===== src/design/mhn_pkg.sv =====
// Shared constants and tables for the hashed name generator.
`timescale 1ns / 1ps
package mhn_pkg;
  localparam int BUF_DEPTH = 64;
  localparam int BUF_WIDTH = 8;
  localparam int NAME_SYMBOLS = 22;
  localparam logic [4:0] REG_DIR_LEVELS = 5'd0;
  localparam logic [4:0] REG_DIR_LENGTH = 5'd1;
  localparam logic [7:0] SLASH_CHAR = 8'h2f;

  function automatic logic [31:0] sine_k(input logic [5:0] i);
    logic [31:0] k [64];
    k = '{32'hd76aa478, 32'he8c7b756, 32'h242070db, 32'hc1bdceee, 32'hf57c0faf, 32'h4787c62a,
          32'ha8304613, 32'hfd469501, 32'h698098d8, 32'h8b44f7af, 32'hffff5bb1, 32'h895cd7be,
          32'h6b901122, 32'hfd987193, 32'ha679438e, 32'h49b40821, 32'hf61e2562, 32'hc040b340,
          32'h265e5a51, 32'he9b6c7aa, 32'hd62f105d, 32'h02441453, 32'hd8a1e681, 32'he7d3fbc8,
          32'h21e1cde6, 32'hc33707d6, 32'hf4d50d87, 32'h455a14ed, 32'ha9e3e905, 32'hfcefa3f8,
          32'h676f02d9, 32'h8d2a4c8a, 32'hfffa3942, 32'h8771f681, 32'h6d9d6122, 32'hfde5380c,
          32'ha4beea44, 32'h4bdecfa9, 32'hf6bb4b60, 32'hbebfbc70, 32'h289b7ec6, 32'heaa127fa,
          32'hd4ef3085, 32'h04881d05, 32'hd9d4d039, 32'he6db99e5, 32'h1fa27cf8, 32'hc4ac5665,
          32'hf4292244, 32'h432aff97, 32'hab9423a7, 32'hfc93a039, 32'h655b59c3, 32'h8f0ccc92,
          32'hffeff47d, 32'h85845dd1, 32'h6fa87e4f, 32'hfe2ce6e0, 32'ha3014314, 32'h4e0811a1,
          32'hf7537e82, 32'hbd3af235, 32'h2ad7d2bb, 32'heb86d391};
    return k[i];
  endfunction

  function automatic logic [4:0] rot_amt(input logic [5:0] i);
    logic [4:0] r [16];
    r = '{5'd7, 5'd12, 5'd17, 5'd22, 5'd5, 5'd9, 5'd14, 5'd20,
          5'd4, 5'd11, 5'd16, 5'd23, 5'd6, 5'd10, 5'd15, 5'd21};
    return r[{i[5:4], i[1:0]}];
  endfunction

  // Message word used by round i.
  function automatic logic [3:0] word_index(input logic [5:0] i);
    logic [3:0] j;
    j = i[3:0];
    unique case (i[5:4])
      2'd0: return j;
      2'd1: return 4'(5 * j + 1);
      2'd2: return 4'(3 * j + 5);
      default: return 4'(7 * j);
    endcase
  endfunction

  function automatic logic [7:0] sym_char(input logic [5:0] v);
    if (v < 6'd26) return 8'(8'h41 + v);
    else if (v < 6'd52) return 8'(8'h61 + v - 6'd26);
    else if (v < 6'd62) return 8'(8'h30 + v - 6'd52);
    else if (v == 6'd62) return 8'h5f;
    else return 8'h40;
  endfunction
endpackage


===== src/design/mhn_ram.sv =====
// Generic single-port RAM with registered read.
`timescale 1ns / 1ps
module mhn_ram #(
  parameter int WIDTH = 8,
  parameter int DEPTH = 64
) (
  input  logic                     clk,
  input  logic                     we,
  input  logic [$clog2(DEPTH)-1:0] addr,
  input  logic [WIDTH-1:0]         wdata,
  output logic [WIDTH-1:0]         rdata
);
  logic [WIDTH-1:0] mem [DEPTH];
  always_ff @(posedge clk) begin
    if (we) mem[addr] <= wdata;
    rdata <= mem[addr];
  end
endmodule


===== src/design/md5_hashed_name_generator.sv =====
// Top level of the hashed name generator: MD5 over key bytes, name encoding.
`timescale 1ns / 1ps
// Each key byte is written into a 64-byte block RAM. When the
// 64th byte of a block lands, compression runs one MD5 round at a time:
// four RAM reads of one message byte each, a fifth step to take the
// last read data, then the round update, up to the final fold.
// The end request pads the block byte by byte into the same RAM, runs the
// final compression(s), and then emits 22 to 44 characters, one per cycle
// while out_ready is high. layout_error is set when dir_levels * dir_length
// exceeds 22 or dir_length is 0 with levels set; slashes are then omitted.
// No new request is taken until the whole name has been delivered.
module md5_hashed_name_generator
  import mhn_pkg::*;
(
  input  logic       clk,
  input  logic       rst,
  input  logic       in_valid,
  output logic       in_ready,
  input  logic [7:0] name_byte,
  input  logic       has_byte,
  input  logic       end_of_name,
  output logic       out_valid,
  input  logic       out_ready,
  output logic [7:0] name_char,
  output logic       last_char,
  output logic       layout_error,
  input  logic       cfg_we,
  input  logic [4:0] cfg_index,
  input  logic [4:0] cfg_data
);
  localparam int DEPTH = BUF_DEPTH;
  localparam int AW = $clog2(DEPTH);
  localparam logic [2:0] S_IDLE = 3'd0, S_PAD = 3'd1, S_LOAD = 3'd2,
                         S_ROUND = 3'd3, S_FOLD = 3'd4, S_EMIT = 3'd5;

  logic [2:0]  state;
  logic [4:0]  dir_levels, dir_length;
  logic [AW-1:0] fill;
  logic [63:0] msg_bits;
  logic [31:0] h0, h1, h2, h3, a, b, c, d, wacc;
  logic [5:0]  round;
  logic [2:0]  sub;      // byte fetch phase within a round
  logic        final_run;  // compressing during padding
  logic        pad_done;   // finished after this compression
  logic [3:0]  pad_pos;    // length bytes written so far
  logic        pad_mark;   // 0x80 still to write
  logic        pad_spill;  // 0x80 left no room; length goes in the next block
  logic [5:0]  out_idx;    // next symbol
  logic [4:0]  grp_cnt, lev_cnt;
  logic        bad;
  logic [5:0]  nchar_left;

  logic          ram_we;
  logic [AW-1:0] ram_addr;
  logic [7:0]    ram_wdata, ram_rdata;

  mhn_ram #(.WIDTH(BUF_WIDTH), .DEPTH(DEPTH)) u_buf (
    .clk(clk), .we(ram_we), .addr(ram_addr), .wdata(ram_wdata), .rdata(ram_rdata)
  );

  // Digest byte i and symbol extraction.
  logic [127:0] digest;
  assign digest = {h3, h2, h1, h0};
  function automatic logic [7:0] dbyte(input logic [127:0] dg, input logic [4:0] i);
    return dg[8*i +: 8];
  endfunction
  logic [4:0]  sgrp;
  logic [1:0]  spos;
  logic [23:0] trip;
  logic [5:0]  sval;
  always_comb begin
    sgrp = 5'(out_idx >> 2);
    spos = out_idx[1:0];
    trip = {dbyte(digest, 5'(3 * sgrp)), dbyte(digest, 5'(3 * sgrp + 1)),
            dbyte(digest, 5'(3 * sgrp + 2))};
    if (sgrp == 5'd5) begin
      trip = {dbyte(digest, 5'd15), 16'd0};
    end
    unique case (spos)
      2'd0: sval = trip[23:18];
      2'd1: sval = trip[17:12];
      2'd2: sval = trip[11:6];
      default: sval = trip[5:0];
    endcase
  end

  // Round function.
  logic [31:0] f, sum, rot;
  logic [4:0]  s;
  always_comb begin
    unique case (round[5:4])
      2'd0: f = (b & c) | (~b & d);
      2'd1: f = (d & b) | (~d & c);
      2'd2: f = b ^ c ^ d;
      default: f = c ^ (b | ~d);
    endcase
    sum = a + f + sine_k(round) + wacc;
    s = rot_amt(round);
    rot = (sum << s) | (sum >> (6'd32 - {1'b0, s}));
  end

  logic slash_now;
  assign slash_now = !bad && (lev_cnt < dir_levels) && (grp_cnt == dir_length);
  assign in_ready = (state == S_IDLE);
  assign out_valid = (state == S_EMIT);
  assign name_char = slash_now ? SLASH_CHAR : sym_char(sval);
  assign last_char = (nchar_left == 6'd1);

  // Message word fetched in the current round; its byte address adds the sub-phase.
  logic [3:0] widx;
  assign widx = word_index(round);

  always_comb begin
    ram_we = 1'b0;
    ram_addr = fill;
    ram_wdata = name_byte;
    unique case (state)
      S_IDLE: ram_we = in_valid && has_byte;
      S_PAD: begin
        ram_we = 1'b1;
        if (pad_mark) ram_wdata = 8'h80;
        else if (fill >= AW'(56) && !pad_done && !pad_spill)
          ram_wdata = msg_bits[8*pad_pos[2:0] +: 8];
        else ram_wdata = 8'h00;
      end
      S_LOAD, S_ROUND: ram_addr = AW'({widx, sub[1:0]});
      default: ram_addr = fill;
    endcase
  end

  // Characters taken by the directory levels: dir_levels times dir_length.
  logic [9:0] prod;
  assign prod = dir_levels * dir_length;

  always_ff @(posedge clk) begin
    if (rst) begin
      state <= S_IDLE;
      dir_levels <= '0;
      dir_length <= 5'd1;
      fill <= '0;
      msg_bits <= '0;
      h0 <= 32'h67452301; h1 <= 32'hefcdab89; h2 <= 32'h98badcfe; h3 <= 32'h10325476;
      final_run <= 1'b0;
      pad_done <= 1'b0;
      pad_mark <= 1'b0;
      pad_spill <= 1'b0;
      pad_pos <= '0;
      round <= '0;
      sub <= '0;
    end else begin
      if (cfg_we) begin
        if (cfg_index == REG_DIR_LEVELS) dir_levels <= cfg_data;
        else if (cfg_index == REG_DIR_LENGTH) dir_length <= cfg_data;
      end
      unique case (state)
        S_IDLE: if (in_valid) begin
          if (has_byte) begin
            fill <= fill + 1'b1;
            msg_bits <= msg_bits + 64'd8;
          end
          if (has_byte && fill == AW'(DEPTH - 1)) begin
            // block full: compress, then resume (or pad if ending)
            final_run <= end_of_name;
            pad_mark <= end_of_name;
            pad_pos <= '0;
            state <= S_LOAD;
            round <= '0; sub <= '0;
            a <= h0; b <= h1; c <= h2; d <= h3;
          end else if (end_of_name) begin
            pad_mark <= 1'b1;
            pad_pos <= '0;
            final_run <= 1'b1;
            pad_done <= 1'b0;
            state <= S_PAD;
          end
        end
        S_PAD: begin
          // advance one pad byte; the length fills bytes 56..63
          pad_mark <= 1'b0;
          fill <= fill + 1'b1;
          if (!pad_mark && !pad_spill && fill >= AW'(56)) pad_pos <= pad_pos + 1'b1;
          if (fill == AW'(DEPTH - 1)) begin
            pad_done <= !pad_mark && !pad_spill;
            pad_spill <= 1'b0;
            state <= S_LOAD;
            round <= '0; sub <= '0;
            a <= h0; b <= h1; c <= h2; d <= h3;
          end else if (pad_mark && fill >= AW'(56)) begin
            pad_spill <= 1'b1;
          end
        end
        S_LOAD: begin
          // sub 0..3 issue reads; results arrive in the next cycle
          sub <= sub + 1'b1;
          if (sub != 3'd0) wacc <= {ram_rdata, wacc[31:8]};
          if (sub == 3'd4) begin
            state <= S_ROUND;
            sub <= '0;
          end
        end
        S_ROUND: begin
          a <= d; d <= c; c <= b;
          b <= b + rot;
          wacc <= '0;
          if (round == 6'd63) state <= S_FOLD;
          else begin
            round <= round + 1'b1;
            state <= S_LOAD;
          end
        end
        S_FOLD: begin
          h0 <= h0 + a; h1 <= h1 + b; h2 <= h2 + c; h3 <= h3 + d;
          fill <= '0;
          if (!final_run) state <= S_IDLE;
          else if (pad_done) state <= S_EMIT;
          else begin
            pad_done <= 1'b0;
            state <= S_PAD;
          end
        end
        S_EMIT: if (out_ready && last_char) begin
          state <= S_IDLE;
          msg_bits <= '0;
          fill <= '0;
          final_run <= 1'b0;
          pad_done <= 1'b0;
          h0 <= 32'h67452301; h1 <= 32'hefcdab89; h2 <= 32'h98badcfe; h3 <= 32'h10325476;
        end
        default: state <= S_IDLE;
      endcase
    end
  end

  // Pad flow: pad_done marks that the length was written in the block now
  // compressing. When the 0x80 lands at byte 56 or later, pad_spill keeps the
  // rest of that block zero and the length moves to the next block.
  // Name emission counters.
  logic bad_next;
  assign bad_next = (prod > 10'(NAME_SYMBOLS)) || (dir_levels != 5'd0 && dir_length == 5'd0);
  always_ff @(posedge clk) begin
    if (state == S_FOLD) begin
      out_idx <= '0;
      grp_cnt <= '0;
      lev_cnt <= '0;
      bad <= bad_next;
      nchar_left <= bad_next ? 6'(NAME_SYMBOLS) : 6'(NAME_SYMBOLS + {1'b0, dir_levels});
    end else if (state == S_EMIT && out_ready) begin
      nchar_left <= nchar_left - 1'b1;
      if (slash_now) begin
        grp_cnt <= '0;
        lev_cnt <= lev_cnt + 1'b1;
      end else begin
        out_idx <= out_idx + 1'b1;
        grp_cnt <= grp_cnt + 1'b1;
      end
    end
  end
  assign layout_error = bad;
endmodule

===== config.mk =====
export PLATFORM = sky130hd
export DESIGN_NAME = md5_hashed_name_generator
export DESIGN_NICKNAME = d
export VERILOG_FILES = /design/src/design/mhn_pkg.sv /design/src/design/mhn_ram.sv /design/src/design/md5_hashed_name_generator.sv
export SDC_FILE = /design/constraint.sdc
export NUM_CORES = 2
export LEC_CHECK = 0
export BUFFER_PORTS_ARGS = -buffer_cell sky130_fd_sc_hd__buf_2
export CORE_ASPECT_RATIO = 1.5
export CORE_MARGIN = 1.5
export CORE_UTILIZATION = 25
export DETAILED_ROUTE_END_ITERATION = 10
export PLACE_DENSITY = 0.4
export SETUP_SLACK_MARGIN = 0.15
export SLEW_MARGIN = 0
export SYNTH_ARGS = -nofsm -noshare
export SYNTH_HDL_FRONTEND = slang
export SYNTH_SLANG_ARGS = --single-unit

===== constraint.sdc =====
create_clock -name clk -period 10.8 [get_ports clk]
set_clock_uncertainty 0.1 [all_clocks]
set_input_delay 1.08 -clock clk [delete_from_list [all_inputs] [get_ports clk]]
set_output_delay 1.08 -clock clk [all_outputs]
set_load 0.005 [all_outputs]

Yosys cells after proc, flatten, opt, wreduce, memory -nomap -nowiden
Memory sizes are Yosys's and may differ from the RTL's. A register that Yosys moved wholly into a read port is not among the register bits.
Index checks and enable logic that the tools add are counted.
W data, S select, Z words.
- order comparisons: 8
- add/sub/neg operators: 28
- shift-type cells: 6
- multiply operators: 5
- mux-type cells: 98
- equality and inequality tests: 30
- reduce and logical (&&, ||, !) cells: 51
- bitwise logic cells: 18
- operators with widths (cell ; number):
    $mux W32 ; 19
    $pmux W32 S3 ; 5
    $shiftx A128 B9 Y8 ; 3
    $pmux W32 S2 ; 5
    $add A32 B32 Y32 ; 8
    $mux W64 ; 3
    $and A32 B32 Y32 ; 4
    $or A32 B32 Y32 ; 4
    $pmux W64 S2 ; 1
    $xor A32 B32 Y32 ; 3
    $mux W6 ; 11
    $add A64 B4 Y64 const B ; 1
    $not A32 Y32 ; 2
    $shiftx A64 B7 Y8 ; 1
    $mux W8 ; 7
    $mux W3 ; 13
    $pmux W6 S3 ; 2
    $shl A32 B5 Y32 ; 1
    $shr A32 B6 Y32 ; 1
    $mux W24 ; 1
    $pmux W6 S4 ; 1
    $mux W5 ; 4
    $reduce_and A4 Y1 ; 5
    $add A6 B1 Y6 const B ; 3
    other kinds (62) ; 136
- output and inout port bits: 12
- RAM bits: 512
- register bits: 411
- word-level logic and storage cells: 273
- ROM bits: 2128
- input bits: 25
- memories kept: 3
- memory list (name ; words ; width ; read ports ; clocked after Yosys merged registers in ; wr ports ; line ; RTL):
    (name not given) ; 64 ; 32 ; 1 ; 0 ; 0 ; mhn_pkg.sv:24 ; return k[i];
    u_buf.mem ; 64 ; 8 ; 1 ; 1 ; 1 ; mhn_ram.sv:13 ; logic [WIDTH-1:0] mem [DEPTH];
    (name not given) ; 16 ; 5 ; 1 ; 0 ; 0 ; mhn_pkg.sv:31 ; return r[{i[5:4], i[1:0]}];

Depth between registers and ports, before layout
- depth after elaboration: 11
- gate-level depth with buffers: 42
- mapped depth without buffers: 38

Hierarchy
From an unflattened synthesis, not the netlist that was laid out.
- cells, all modules: 6294
- area, all modules: 60982.2 um^2
- modules (own cells, without submodules) (module ; area each (um^2) ; seq. area each (um^2) ; cells an instance ; instances):
    md5_hashed_name_generator ; 40979.3 ; 9819.4 ; 5124 ; 1
    mhn_ram ; 20002.9 ; 15534.9 ; 1170 ; 1

Worst setup path after synthesis
No wires, ideal clock.
- path type: flip-flop to flip-flop
- start point: reg round[4]
- end point: reg b[31], data pin
- data required time: 10.555 ns
- library setup time: 0.145 ns
- arrival: 9.297 ns
- slack: 1.258 ns
- path buffers: 6
- cell stages (with the launch flop): 40
- clock period less this slack: 9.542 ns
- cells stage by stage: dfxtp_1 buf_2 buf_2 clkbuf_1 clkbuf_1 clkbuf_1 buf_1 nand3_1 o311ai_0 o21ai_0 o21ai_0 fa_1 fa_1 inv_1 ha_1 fa_1 a21oi_2 o22ai_1 [... 4 more ...] mux2_2 a21o_1 mux2_2 mux2_2 o21ai_1 ha_1 a21o_1 a41oi_1 a31oi_1 nor2_1 a21oi_1 a211o_1 a21o_1 a21o_1 and4_1 a2111oi_0 xnor3_1 o21ai_1
- longest elaborated chain between the ends: 10
- elaborated cells between the ends (all ways): 21
- classes of those cells: add/sub: 5; eq/ne: 2; shift: 2; mux: 6; bitwise: 3; reduce/logical: 1; memory: 2
- ends and longest elaborated chain (element ; line ; RTL):
    from (decl) ; md5_hashed_name_generator.sv:41 ; logic [5:0] round;
    from (signal assigned) ; md5_hashed_name_generator.sv:207 ; round <= round + 1'b1;
    parallel branches: the longest is 7 deep, another holds $add A32 B32 Y32 ; - ;
    $or A32 B32 Y32 * ; md5_hashed_name_generator.sv:99 ; rot = (sum << s) | (sum >> (6'd32 - {1'b0, s}));
    $add A32 B32 Y32 * ; md5_hashed_name_generator.sv:203 ; b <= b + rot;
    $pmux W32 S3 * ; md5_hashed_name_generator.sv:155 ; unique case (state)
    to (signal assigned) ; md5_hashed_name_generator.sv:203 ;
    to (decl) ; md5_hashed_name_generator.sv:40 ; logic [31:0] h0, h1, h2, h3, a, b, c, d, wacc;
Every way passes the cells marked *. The select of a mux whose other input is x is not followed.
A chain may end at the register's enable or synchronous reset.

Worst setup path in the final report
- start point: reg round[1]
- end point: reg b[31], data pin
- longest elaborated chain between the ends: 10
- elaborated cells between the ends (all ways): 16
- classes of those cells: add/sub: 4; shift: 2; mux: 5; bitwise: 3; memory: 2
- ends and longest elaborated chain (element ; line ; RTL):
    $not A6 Y7 (not written as such) ; mhn_pkg.sv:24 ;
    $mem_v2 Z64 W32 ; - ;
    $mux W32 (not written as such) (2 in a row) ; mhn_pkg.sv:24 ;
    $add A32 B32 Y32 (2 in a row) ; md5_hashed_name_generator.sv:97 ; sum = a + f + sine_k(round) + wacc;
    $shr A32 B6 Y32 / $shl A32 B5 Y32 (equally long branches) ; md5_hashed_name_generator.sv:99 ;
    $or A32 B32 Y32 * ; md5_hashed_name_generator.sv:99 ;
    $add A32 B32 Y32 * ; md5_hashed_name_generator.sv:203 ;
    $pmux W32 S3 * ; md5_hashed_name_generator.sv:155 ;
Mark *: on every way between the ends. The rest lies on a longest branch, timed or not. The select of a mux whose other input is x is not followed.

==> key figures <==
Final layout
  – Most flops, register: u_buf.mem
  – Final nets: 6,562
  – Max FFs per register: 512
  – Non-filler cells, final: 9,372
  – Largest regs: u_buf.mem (512), msg_bits (61)
  – Share of cells above drive strength 1: 9.26%
  – Finished Core Util: 28.3%
  – Filler instances: 25,100
  – Layout area overhead: 12.7%
  – Sequential cell area: 0.0254 mm^2
  – Area of the multi-input gates: 0.0325 mm^2

Synthesis
  – Largest area contributor in the netlist: edfxtp_1
  – Most used DFF post-synth: edfxtp_1
  – Mapped Nets: 6,617
  – Ranking of synthesized cells by area: edfxtp_1, dfxtp_1, ha_1
  – Flop and latch count out of synthesis: 927
  – Count leader, synth: nand2_1
  – Synth async-reset ratio: 0%
  – Synthesized area per cell: 9.64 um^2
  – Post-synth top area share: 33.9%
  – Yosys cell types: 110
  – EDFF count, synth: 679
  – Yosys warns: 0
  – Register area share after synthesis: 42.2%
  – Post-Syn Area: 0.0601 mm^2
  – Synthesized instance count: 6,234
  – Post-synth top cells: nand2_1, edfxtp_1, nor2_1, a21oi_1, o21ai_0

Place
  – Post-DP HPWL: 192,000 um
  – Placed Cells: 9,184
  – Placer Congestion: 0.946
  – IO buf count: 36

Drt
  – Vias: 50,300
  – Vias per std cell: 5.36
  – Residual DRC count: 0
  – Post-Route WL: 259,000 um
  – DR pass1 iterations: 5
  – Post-detailed-route wirelength per cell: 27.7 um
  – DR iter-0 viols: 4,259
  – Antenna Nets Post-Route: 0

Clock network
  – Later-pin clock latency in the skew report: 0.77 ns
  – Clock-pin slew on the worst setup and hold paths: 0.07 ns
  – Max Root-Sink Buffers: 3
  – H-tree lvl count: 3
  – Hold Buf Count CTS: 0
  – Post CTS Setup Buffer Count: 0
  – Resized Gates After CTS: 0
  – CTS buffer count: 101
  – CTS root buf: clkbuf_16
  – TritonCTS clock tree: built
  – CTS Sinks: 927

GRT
  – Global-route wire length before repair: 369,000 um
  – Grt total ovfl: 0
  – Number of global-route vias before repair: 49,900
  – Total GRT Usage: 20.8%
  – Initial antenna violation count: 5
  – Largest net degree at the start of global routing: 100

Timing
  – Final number of hold-violating endpoints: 0
  – Setup violations, final: 0
  – Hold_ws: 0.395 ns
  – FMAX: 0.0983 GHz
  – Worst Tran Pin Value: 1.29 ns
  – Slew margin rel.: 13.0%
  – Setup tns final: 0 ns
  – Fin crit share: 94.1%
  – Final min period: 10.17 ns
  – RSZ-0062 raised after global routing: no
  – Max-slew violations: 0

Die
  – Chip Height: 603 um
  – Io pins: 37
  – DIE WIDTH: 403 um
  – Total core area: 0.239 mm^2
  – Initial Util: 25.1%
  – Die ar.: 0.243 mm^2
  – Rows: 220

Power and ir drop
  – Switch Pwr: 2.86 mW
  – VDD IR max: 131 uV
  – Clk network pwr share: 38.5%
  – Int Power: 6.46 mW
  – Gate power share: 18.8%
  – Sw Share: 30.7%
  – Lkg Pwr: 25.1 nW
  – PD cells: 138 mW/mm^2
  – Register share of total power: 42.7%

Job
  – Max_cap viols: 0

Worst setup path
  – Setup CP Type: reg2reg
  – Worst-path fanout max: 9
  – Crit path max-delay cell type: a2111oi_0
  – Critical path endpoint category: register
  – Crit path largest cell delay: 1.04 ns
  – Required @ worst endpoint: 11.27 ns
  – CP arrival: 10.64 ns
  – Reg2reg setup slack: 0.63 ns
  – Cell with the most instances on the worst path: a21o_1
  – Startpoint class of the critical path: register

Status
  – Outcome: finished, final reports clean

Min path
  – HP Class: reg2reg
## layer usage
metal  up-vias  track usage (%)  part of all wire (%)
met4         2             12.2                   6.8
met3       505             2.23                   4.3
met2      1578             37.3                    50
li1      23000                -                     -
met5         -                0                0.0050
met1     25200             23.8                    39
## worst paths after layout
| check | startpoint | end | cells past startpoint |
|---|---|---|---|
| setup / recovery | round[1] | b[31] | 36 |
| hold / removal | sub[2] | sub[2] | 2 |
| setup reg to reg | round[1] | b[31] | 36 |
| hold reg to reg | sub[2] | sub[2] | 2 |
## critical path, delay by kind of cell (launching register included)
family / cells / cell delay [ns]
and+or+nand+nor: 4 / 0.59
AOI/OAI and AO/OA: 17 / 5.09
DFF: 1 / 0.31
xor gates and xnor gates: 1 / 0.44
buffers and inverters: 6 / 1.12
adders and majority gates: 5 / 1.37
muxes: 3 / 0.91
## cells by family (layout without fill, tap and decap cells)
group	after synthesis	count (layout)	share of synthesized area, %
AND/OR/NAND/NOR	2062	2062	15.4
AO/OA/AOI/OAI	1698	1698	18.9
flip-flops	927	927	42.2
buffers and inverters	642	669	4.18
adder cells (fa/ha/maj)	358	358	8.48
XOR/XNOR	295	295	4.42
multiplexers	252	252	6.45
other	0	3	0
## power groups by stage
stage                     sequential, mW  clock [mW]  combinational [mW]
after floorplan                     4.05           0                1.04
after global placement              4.05           0                1.76
after detailed placement            4.05           0                1.75
after CTS                           3.98        3.69                1.76
after global routing                3.98        3.79                1.88
final                               3.98        3.59                1.75
## layout by cell type (no fill, tap or decap), types with 89 or more instances in the layout
master	count
mux2i_1	128
xnor2_1	112
o22ai_1	89
nand2_1	811
buf_4	163
a22oi_1	178
dfxtp_1	243
ha_1	275
clkbuf_16	102
nor2_1	541
nor3_1	161
mux4_2	101
inv_1	271
a21o_1	91
edfxtp_1	679
xor2_1	172
o21ai_0	320
a21oi_1	383
a31oi_1	93
nand3_1	135
## layout make-up
type / instances / share of cell area (%)
sequential: 927 / 37.5
timing repair buffer: 204 / 2.24
clock inverter: 45 / 0.808
inverter: 280 / 1.55
multi-input combinational: 4665 / 48.1
clock buffer: 140 / 4.10
tap: 3108 / 5.74
antenna: 3 / 0.0111
## metrics by stage
step / cell area, um^2 / worst slack (ns) / power [mW]
floorplan: 60100 / 1.26 / 5.09
global placement: 64400 / 0.638 / 5.81
detailed placement: 64400 / 0.848 / 5.80
CTS: 67700 / 0.661 / 9.42
global route: 67700 / 0.243 / 9.65
finish: 67700 / 0.632 / 9.32
(Power assumes the default switching activity.)
